--- src/rtl/prl_pkg.sv ---
`timescale 1ns / 1ps

package prl_pkg;

  // list geometry
  localparam int CAPACITY_DEF = 64;
  localparam int NAME_CHARS   = 15;

  // request kinds
  localparam logic [2:0] KIND_INS_AT    = 3'd0;
  localparam logic [2:0] KIND_INS_FIRST = 3'd1;
  localparam logic [2:0] KIND_INS_LAST  = 3'd2;
  localparam logic [2:0] KIND_DEL_AT    = 3'd3;
  localparam logic [2:0] KIND_DEL_FIRST = 3'd4;
  localparam logic [2:0] KIND_DEL_LAST  = 3'd5;
  localparam logic [2:0] KIND_READ_AT   = 3'd6;

  // result status codes
  localparam logic [1:0] ST_OK     = 2'd0;
  localparam logic [1:0] ST_BADPOS = 2'd1;
  localparam logic [1:0] ST_EMPTY  = 2'd2;
  localparam logic [1:0] ST_FULL   = 2'd3;

  // request transaction
  typedef struct packed {
    logic [2:0]  kind;
    logic [6:0]  position;
    logic [63:0] name_upper;
    logic [55:0] name_lower;
    logic [30:0] post_count;
    logic [31:0] follower_count;
  } in_t;

  // result transaction
  typedef struct packed {
    logic [1:0]  status;
    logic [6:0]  entry_total;
    logic [63:0] out_name_upper;
    logic [55:0] out_name_lower;
    logic [30:0] out_post_count;
    logic [31:0] out_follower_count;
  } out_t;

  // one stored record
  typedef struct packed {
    logic [63:0] name_upper;
    logic [55:0] name_lower;
    logic [30:0] post_count;
    logic [31:0] follower_count;
  } rec_t;

  // byte masks that keep only the first chars name characters
  function automatic logic [63:0] upper_keep(int chars);
    logic [63:0] m;
    m = '0;
    for (int i = 0; i < 8; i++) begin
      if (i < chars) m[63-8*i -: 8] = 8'hFF;
    end
    return m;
  endfunction

  function automatic logic [55:0] lower_keep(int chars);
    logic [55:0] m;
    m = '0;
    for (int i = 0; i < 7; i++) begin
      if (8 + i < chars) m[55-8*i -: 8] = 8'hFF;
    end
    return m;
  endfunction

  localparam logic [63:0] UPPER_KEEP = upper_keep(NAME_CHARS);
  localparam logic [55:0] LOWER_KEEP = lower_keep(NAME_CHARS);

endpackage

--- src/rtl/prl_seq.sv ---
`timescale 1ns / 1ps

module prl_seq #(
  parameter int CAPACITY = prl_pkg::CAPACITY_DEF,
  localparam int AW = $clog2(CAPACITY),
  localparam int CW = $clog2(CAPACITY + 1)
) (
  input  logic           clk,
  input  logic           rst,
  input  logic           request_valid,
  output logic           request_stall,
  input  prl_pkg::in_t   request,
  output logic           res_valid,
  input  logic           res_free,
  output prl_pkg::out_t  res,
  output logic           mem_we,
  output logic [AW-1:0]  mem_waddr,
  output prl_pkg::rec_t  mem_wdata,
  output logic [AW-1:0]  mem_raddr,
  input  prl_pkg::rec_t  mem_rdata
);
  import prl_pkg::*;

  localparam int PW = ((CW > 7) ? CW : 7) + 1;

  typedef enum logic [2:0] {
    S_IDLE,
    S_INS,
    S_DEL,
    S_DRAIN,
    S_WNEW,
    S_DONE
  } state_t;

  typedef enum logic [1:0] {
    OP_NONE,
    OP_INS,
    OP_DEL,
    OP_READ
  } op_t;

  state_t          state;
  logic [CW-1:0]   count;
  logic [CW-1:0]   count_next;
  logic [AW-1:0]   cur;
  logic [AW-1:0]   last;
  logic [AW-1:0]   idx;
  logic            pend;
  logic            pend_cap;
  logic [AW-1:0]   pend_dst;
  logic            grow;
  logic            shrink;
  logic [1:0]      status;
  rec_t            new_rec;
  rec_t            res_rec;

  logic [PW-1:0]   pos_w;
  logic [PW-1:0]   cnt_w;
  logic            full;
  logic            empty;
  logic [1:0]      d_status;
  logic [AW-1:0]   d_idx;
  op_t             d_op;

  // request decode against the current count
  always_comb begin
    pos_w    = PW'(request.position);
    cnt_w    = PW'(count);
    full     = (cnt_w == PW'(CAPACITY));
    empty    = (count == '0);
    d_status = ST_OK;
    d_idx    = '0;
    d_op     = OP_NONE;
    case (request.kind)
      KIND_INS_AT: begin
        if (full) d_status = ST_FULL;
        else if (pos_w == '0 || pos_w > cnt_w + PW'(1)) d_status = ST_BADPOS;
        else begin
          d_op  = OP_INS;
          d_idx = AW'(pos_w - PW'(1));
        end
      end
      KIND_INS_FIRST: begin
        if (full) d_status = ST_FULL;
        else d_op = OP_INS;
      end
      KIND_INS_LAST: begin
        if (full) d_status = ST_FULL;
        else begin
          d_op  = OP_INS;
          d_idx = AW'(count);
        end
      end
      KIND_DEL_AT, KIND_READ_AT: begin
        if (empty) d_status = ST_EMPTY;
        else if (pos_w == '0 || pos_w > cnt_w) d_status = ST_BADPOS;
        else begin
          d_op  = (request.kind == KIND_READ_AT) ? OP_READ : OP_DEL;
          d_idx = AW'(pos_w - PW'(1));
        end
      end
      KIND_DEL_FIRST: begin
        if (empty) d_status = ST_EMPTY;
        else d_op = OP_DEL;
      end
      KIND_DEL_LAST: begin
        if (empty) d_status = ST_EMPTY;
        else begin
          d_op  = OP_DEL;
          d_idx = AW'(count - CW'(1));
        end
      end
      default: begin
        d_op = OP_NONE;
      end
    endcase
  end

  // memory port: shift moves, then the new record
  assign mem_raddr = cur;
  assign mem_we    = (state == S_WNEW) || (pend && !pend_cap);
  assign mem_waddr = (state == S_WNEW) ? idx : pend_dst;
  assign mem_wdata = (state == S_WNEW) ? new_rec : mem_rdata;

  // result toward the output register
  assign count_next = grow ? count + CW'(1) : (shrink ? count - CW'(1) : count);
  assign res_valid  = (state == S_DONE);
  assign request_stall = (state != S_IDLE);

  always_comb begin
    res.status             = status;
    res.entry_total        = 7'(count_next);
    res.out_name_upper     = res_rec.name_upper;
    res.out_name_lower     = res_rec.name_lower;
    res.out_post_count     = res_rec.post_count;
    res.out_follower_count = res_rec.follower_count;
  end

  // sequencer
  always_ff @(posedge clk) begin
    if (rst) begin
      state  <= S_IDLE;
      count  <= '0;
      pend   <= 1'b0;
      grow   <= 1'b0;
      shrink <= 1'b0;
    end else begin
      // returning read data: either the result record or a move
      if (pend && pend_cap) begin
        res_rec <= mem_rdata;
      end
      case (state)
        S_IDLE: begin
          if (request_valid) begin
            status                 <= d_status;
            idx                    <= d_idx;
            res_rec                <= '0;
            pend                   <= 1'b0;
            pend_cap               <= 1'b0;
            grow                   <= (d_op == OP_INS);
            shrink                 <= (d_op == OP_DEL);
            new_rec.name_upper     <= request.name_upper & UPPER_KEEP;
            new_rec.name_lower     <= request.name_lower & LOWER_KEEP;
            new_rec.post_count     <= request.post_count;
            new_rec.follower_count <= request.follower_count;
            case (d_op)
              OP_INS: begin
                if (CW'(d_idx) == count) begin
                  state <= S_WNEW;
                end else begin
                  cur   <= AW'(count - CW'(1));
                  last  <= d_idx;
                  state <= S_INS;
                end
              end
              OP_DEL: begin
                cur   <= d_idx;
                last  <= AW'(count - CW'(1));
                state <= S_DEL;
              end
              OP_READ: begin
                cur   <= d_idx;
                last  <= d_idx;
                state <= S_DEL;
              end
              default: begin
                state <= S_DONE;
              end
            endcase
          end
        end
        S_INS: begin
          // walk down, each entry moves one place up
          pend     <= 1'b1;
          pend_cap <= 1'b0;
          pend_dst <= cur + AW'(1);
          if (cur == last) state <= S_DRAIN;
          else cur <= cur - AW'(1);
        end
        S_DEL: begin
          // walk up, first read is the result, later ones move one place down
          pend     <= 1'b1;
          pend_cap <= (cur == idx);
          pend_dst <= cur - AW'(1);
          if (cur == last) state <= S_DRAIN;
          else cur <= cur + AW'(1);
        end
        S_DRAIN: begin
          pend     <= 1'b0;
          pend_cap <= 1'b0;
          state    <= grow ? S_WNEW : S_DONE;
        end
        S_WNEW: begin
          state <= S_DONE;
        end
        S_DONE: begin
          if (res_free) begin
            count  <= count_next;
            grow   <= 1'b0;
            shrink <= 1'b0;
            state  <= S_IDLE;
          end
        end
        default: begin
          state <= S_IDLE;
        end
      endcase
    end
  end

  // the count stays within the list size
  a_count_bound: assert property (@(posedge clk) disable iff (rst)
    CW'(CAPACITY) >= count)
    else $error("record count above capacity");

  // shifts only read entries that hold records
  a_read_live: assert property (@(posedge clk) disable iff (rst)
    (state == S_INS || state == S_DEL) |-> CW'(cur) < count)
    else $error("shift reads past the last record");

  // writes never land beyond the end of the list
  a_write_live: assert property (@(posedge clk) disable iff (rst)
    mem_we |-> CW'(mem_waddr) <= count)
    else $error("write beyond the end of the list");

  // the count moves only when a result is handed over
  a_count_hold: assert property (@(posedge clk) disable iff (rst)
    !(state == S_DONE && res_free) |=> $stable(count))
    else $error("count changed outside result handover");

  // insert and remove never both apply
  a_one_delta: assert property (@(posedge clk) disable iff (rst)
    !(grow && shrink))
    else $error("insert and remove flagged together");

endmodule
--- config.mk ---
export PLATFORM = sky130hd
export DESIGN_NAME = prl_seq
export DESIGN_NICKNAME = d
export VERILOG_FILES = /design/src/rtl/prl_pkg.sv /design/src/rtl/prl_seq.sv
export SDC_FILE = /design/constraint.sdc
export NUM_CORES = 1
export LEC_CHECK = 0
export BUFFER_PORTS_ARGS = -buffer_cell sky130_fd_sc_hd__buf_2
export CAP_MARGIN = 0
export CORE_AREA = 2 2 297 299
export CTS_BUF_LIST = sky130_fd_sc_hd__clkbuf_8
export DETAILED_ROUTE_END_ITERATION = 8
export DIE_AREA = 0 0 299 301
export GPL_ROUTABILITY_DRIVEN = 1
export HOLD_SLACK_MARGIN = 0.05
export PLACE_DENSITY = 0.44
export RECOVER_POWER = 25
export SLEW_MARGIN = 10
export SYNTH_ARGS = -nofsm -noshare
export SYNTH_HDL_FRONTEND = slang
export SYNTH_SLANG_ARGS = --single-unit
export TNS_END_PERCENT = 20
--- constraint.sdc ---
create_clock -name clk -period 11.8 [get_ports clk]
set_clock_uncertainty 0.2 [all_clocks]
set_input_delay 0.59 -clock clk [delete_from_list [all_inputs] [get_ports clk]]
set_output_delay 0.59 -clock clk [all_outputs]
set_load 0.01 [all_outputs]
# == Yosys cells after proc, flatten, opt, wreduce, memory -nomap -nowiden ==
# Index checks and enable logic that the tools add are counted.
# word_totals
in_bits,380
ff_bits,406
latch_bits,0
memories,0
out_inout_bits,390
romBits,0
mem_bits_rw,0
wordCells,139
# op_classes
n_bitwise,1
n_lt_le_gt_ge,2
mul,0
reduce_logical,32
eq_ne,26
shift,0
mux,53
add_sub_neg,6
div,0
# op_table
cell,n
two-way mux 183 bit,4
two-way mux 6 bit,12
case mux 6 bit (3 select lines),2
case mux 6 bit (2 select lines),2
case mux 6 bit (4 select lines),1
case mux 2 bit (4 select lines),2
"== test 3 bit, second input constant",5
case mux 3 bit (5 select lines),1
nonzero test 3 bit,5
logical NOT 7 bit,2
two-way mux 2 bit,7
two-way mux 7 bit,2
"== test 3 x 2 -> 1 bit, second input constant",4
== test 6 bit,2
two-way mux 3 bit,4
AND reduction 3 bit,4
OR reduction 2 bit,6
"subtractor 6 x 1 -> 6 bit, second input constant",2
two-way mux 1 bit,11
"adder 7 x 1 -> 8 bit, second input constant",1
> comparator 7 x 8 -> 1 bit,1
"inequality test 2 bit, second input constant",4
"adder 7 x 1 -> 7 bit, second input constant",1
== test 6 x 7 -> 1 bit,1
21 further kinds,34

# == Longest topological paths before layout ==
# logic_depth
depth_word,11
ltp_mapped,16
ltp_nobuf,15

# == Worst setup path after synthesis ==
# No wires, ideal clock.
# synth_path
path_kind,in2reg
start,input port rst
end,"register idx[0], enable pin"
setup_slack_ps,1956
arrival_ps,8899
path_stages,3
setup_ps,745
t_required_ps,10855
path_buffers,2
cell_sequence,clkbuf_1 clkbuf_1 nor2_1
# synth_via
elab_chain_len,2
# synth_rtl
element,line,text
"start, declared",prl_seq.sv:9,"input logic rst,"
NOT 1 bit (no source line),-,
AND reduction 3 bit (no source line),-,
"end signal, assigned",prl_seq.sv:156,idx <= d_idx;
"end, declared",prl_seq.sv:47,logic [AW-1:0] idx;
# No other way between the ends.
# A chain may end at the register's enable or synchronous reset.

# == Final worst setup path ==
# layout_path
start,input port rst
end,"register res_rec, in the netlist res[108], enable pin"
# layout_rtl
element,line,text
"end signal, assigned",prl_seq.sv:150,res_rec <= mem_rdata;
"end, declared",prl_seq.sv:55,rec_t res_rec;
# No word-level cell between the ends.

==> impl_metrics.tcl <==
set metrics [dict create \
    grt_pass1_vias 18200 \
    worstHoldPathType "in2reg" \
    cts_buffers 82 \
    grt-ovfl-total 0 \
    first_pass_iters 5 \
    yosysUniqueCellTypes 57 \
    num-fill-cells 8835 \
    synth_edf_count 393 \
    slew_viol_final 126 \
    vdd_drop_max_mv 0.0985 \
    fp.dieW_um 299 \
    hold-worst-slack_ps 145 \
    synth_top_area_cell "edfxtp_1" \
    fin_crit_sh_pct 60.5 \
    ys_seq_area_share_pct 62.9 \
    synthTopCellsByArea "edfxtp_1 (62%), mux2_2 (11%), nand2_1 (7.9%), a21oi_1 (5.7%), clkbuf_1 (2.0%)" \
    place_area_sq_mm 0.0242 \
    critical_path.max_fanout 71 \
    status "finished, violations left" \
    relSlewSlack_pct -131 \
    clock_path_buffers 3 \
    power.density_mw_per_mm2 190 \
    cts_tree "done" \
    drcViolationCount 0 \
    postSynth.asyncResetShare_pct 0 \
    wl_mm 79.5 \
    synth_top_cell_area_share_pct 61.6 \
    final_cell_area_sq_mm 0.0292 \
    worstPathRequired_ps 11900 \
    post_cts_resize_count 0 \
    ys_ff_latch 406 \
    dieArea_sq_mm 0.0900 \
    final_nets 3129 \
    yosys_warnings 0 \
    htreeDepth 3 \
    final_cell_count_no_fill 3950 \
    grt_pass1_wl_mm 115 \
    row_count 108 \
    synthTopCellsByCount "nand2_1 (405), edfxtp_1 (393), a21oi_1 (217)" \
    die_y_um 301 \
    finalPower_mw 5.54 \
    fmax_ghz 0.140 \
    period_needed_ps 7140 \
    detail_route.wl_per_cell_um 20.1 \
    antenna_found_initial 8 \
    syn2layout_area_growth_pct 52.4 \
    power.leakage_nw 11.9 \
    finalHoldViolCount 0 \
    clkTransAtPathRegs_ps 50 \
    final_util_pct 33.8 \
    rrSetupSlack_ps 6630 \
    place_ws_ps 6720 \
    cts.sinks 406 \
    worstSetupPathType "in2reg" \
    ys_dominant_reg_cell "edfxtp_1" \
    setup-violations-final 0 \
    grt_max_degree 85 \
    syn_nets 2010 \
    crit_path_end_kind "flip-flop" \
    syn_area_per_cell_sq_um 11.9 \
    routabilityCongestion 0.895 \
    start_util_pct 22.2 \
    drt_iter0_drc 1124 \
    cp.arrival_ps 7240 \
    drive_gt1_share_pct 38.9 \
    post-synth-top-count-cell "nand2_1" \
    rsz0062_at_grt "no" \
    netlist_instances 1609 \
    postCtsSetupBuffers 0 \
    cts_root_buffer "clkbuf_8" \
    portBuffers 769 \
    postLayoutSetupSlackWorst_ps 4660 \
    synth_area_sq_mm 0.0192 \
    vias_per_cell 4.37 \
    worst_pin_slew_ps 3470 \
    core_area_sq_mm 0.0865 \
    grt.total_usage_pct 16.9 \
    hpwl_mm 56.2 \
    cp-start-kind "primary input" \
    violations "max-capacitance violations, max-slew violations" \
    ios 770 \
    placedCellCount 3439 \
    drv_cap 2 \
    dr_total_vias 17300 \
    tns_ps 0 \
    ant_nets 0 \
    clk_latency_ps 690 \
]
## registers in the layout, summed over array words and instances, names as in the netlist
register   flops
last           6
mem_raddr      6
new_rec      183
idx            6
pend           1
status         2
state          3
shrink         1
pend_dst       6
res          183
pend_cap       1
count          7
grow           1
## timing repair
action | CTS | global route
endpoints found under the setup margin | 0 | 0
hold endpoints to repair | 360 | 0
hold buffers | 360 | 0
## power breakdown
part	internal [mW]	switching (mW)
Combinational	0.841	1.22
Clock	0.658	0.672
Sequential	2.00	0.152
Total	3.50	2.04
## cell families after synthesis
logic type	count (synthesis)	synth area share, %
AOI/OAI and AO/OA	296	8.72
xor gates and xnor gates	40	1.83
adders and majority gates	21	1.37
buffers and inverters	132	2.65
DFF	406	62.9
muxes	195	11.4
and+or+nand+nor	519	11.1
## final timing paths
kind / to / from / cells past startpoint
worst max-delay path: res[108]$_DFFE_PN_ / rst / 4
worst min-delay path: res[150]$_DFFE_PN_ / mem_rdata[150] / 3
worst min register to register: count[6]$_SDFFE_PP0P_ / count[6]$_SDFFE_PP0P_ / 2
worst max register to register: last[5]$_DFFE_PP_ / count[0]$_SDFFE_PP0P_ / 15
## cell type report
cell class	count	area, sq um	area share [%]
Antenna cell	6	15.0	0.0514
Timing Repair Buffer	1145	7560	25.9
Sequential cell	406	12100	41.3
Inverter	22	83.8	0.287
Clock inverter	62	290	0.994
Multi-Input combinational cell	1071	6620	22.7
Tap cell	1155	1450	4.95
Clock buffer	83	1140	3.91
## critical path: stages
cell,delay (ps)
clkbuf_1,840
clkinvlp_2,3030
clkbuf_1,1800
buf_4,830
## layout by cell type (no fill, tap or decap), types with 3 or more instances in the layout
| master | n |
|---|---|
| and3_1 | 11 |
| a221oi_1 | 3 |
| o22ai_1 | 7 |
| nand3_1 | 16 |
| dfxtp_1 | 13 |
| mux2_2 | 191 |
| clkinv_1 | 16 |
| o21ai_0 | 19 |
| inv_8 | 3 |
| buf_4 | 15 |
| clkbuf_1 | 10 |
| buf_2 | 760 |
| nor3_1 | 9 |
| and2_1 | 4 |
| o221ai_1 | 7 |
| edfxtp_1 | 393 |
| a21o_1 | 4 |
| nor4_1 | 4 |
| mux2i_1 | 4 |
| xnor2_1 | 26 |
| o211ai_1 | 7 |
| dlygate4sd3_1 | 360 |
| and2_4 | 3 |
| diode_2 | 6 |
| xor2_1 | 14 |
| nand2b_1 | 5 |
| clkinv_2 | 11 |
| nand2_1 | 404 |
| ha_1 | 21 |
| nand4_1 | 6 |
| nor2b_1 | 3 |
| a211oi_1 | 7 |
| a21oi_1 | 217 |
| or3_1 | 4 |
| clkbuf_8 | 83 |
| nor2_1 | 38 |
| inv_1 | 49 |
## per-layer routing
| layer | vias up | GRT usage (%) | share of wire, % |
|---|---|---|---|
| met5 | - | 0 | 0.014 |
| met4 | 2 | 7.70 | 4.5 |
| met3 | 183 | 4.75 | 6.5 |
| met2 | 694 | 29.6 | 50 |
| met1 | 8306 | 18.9 | 39 |
| li1 | 8079 | - | - |
Note: power is estimated with default switching activity, not from simulation.
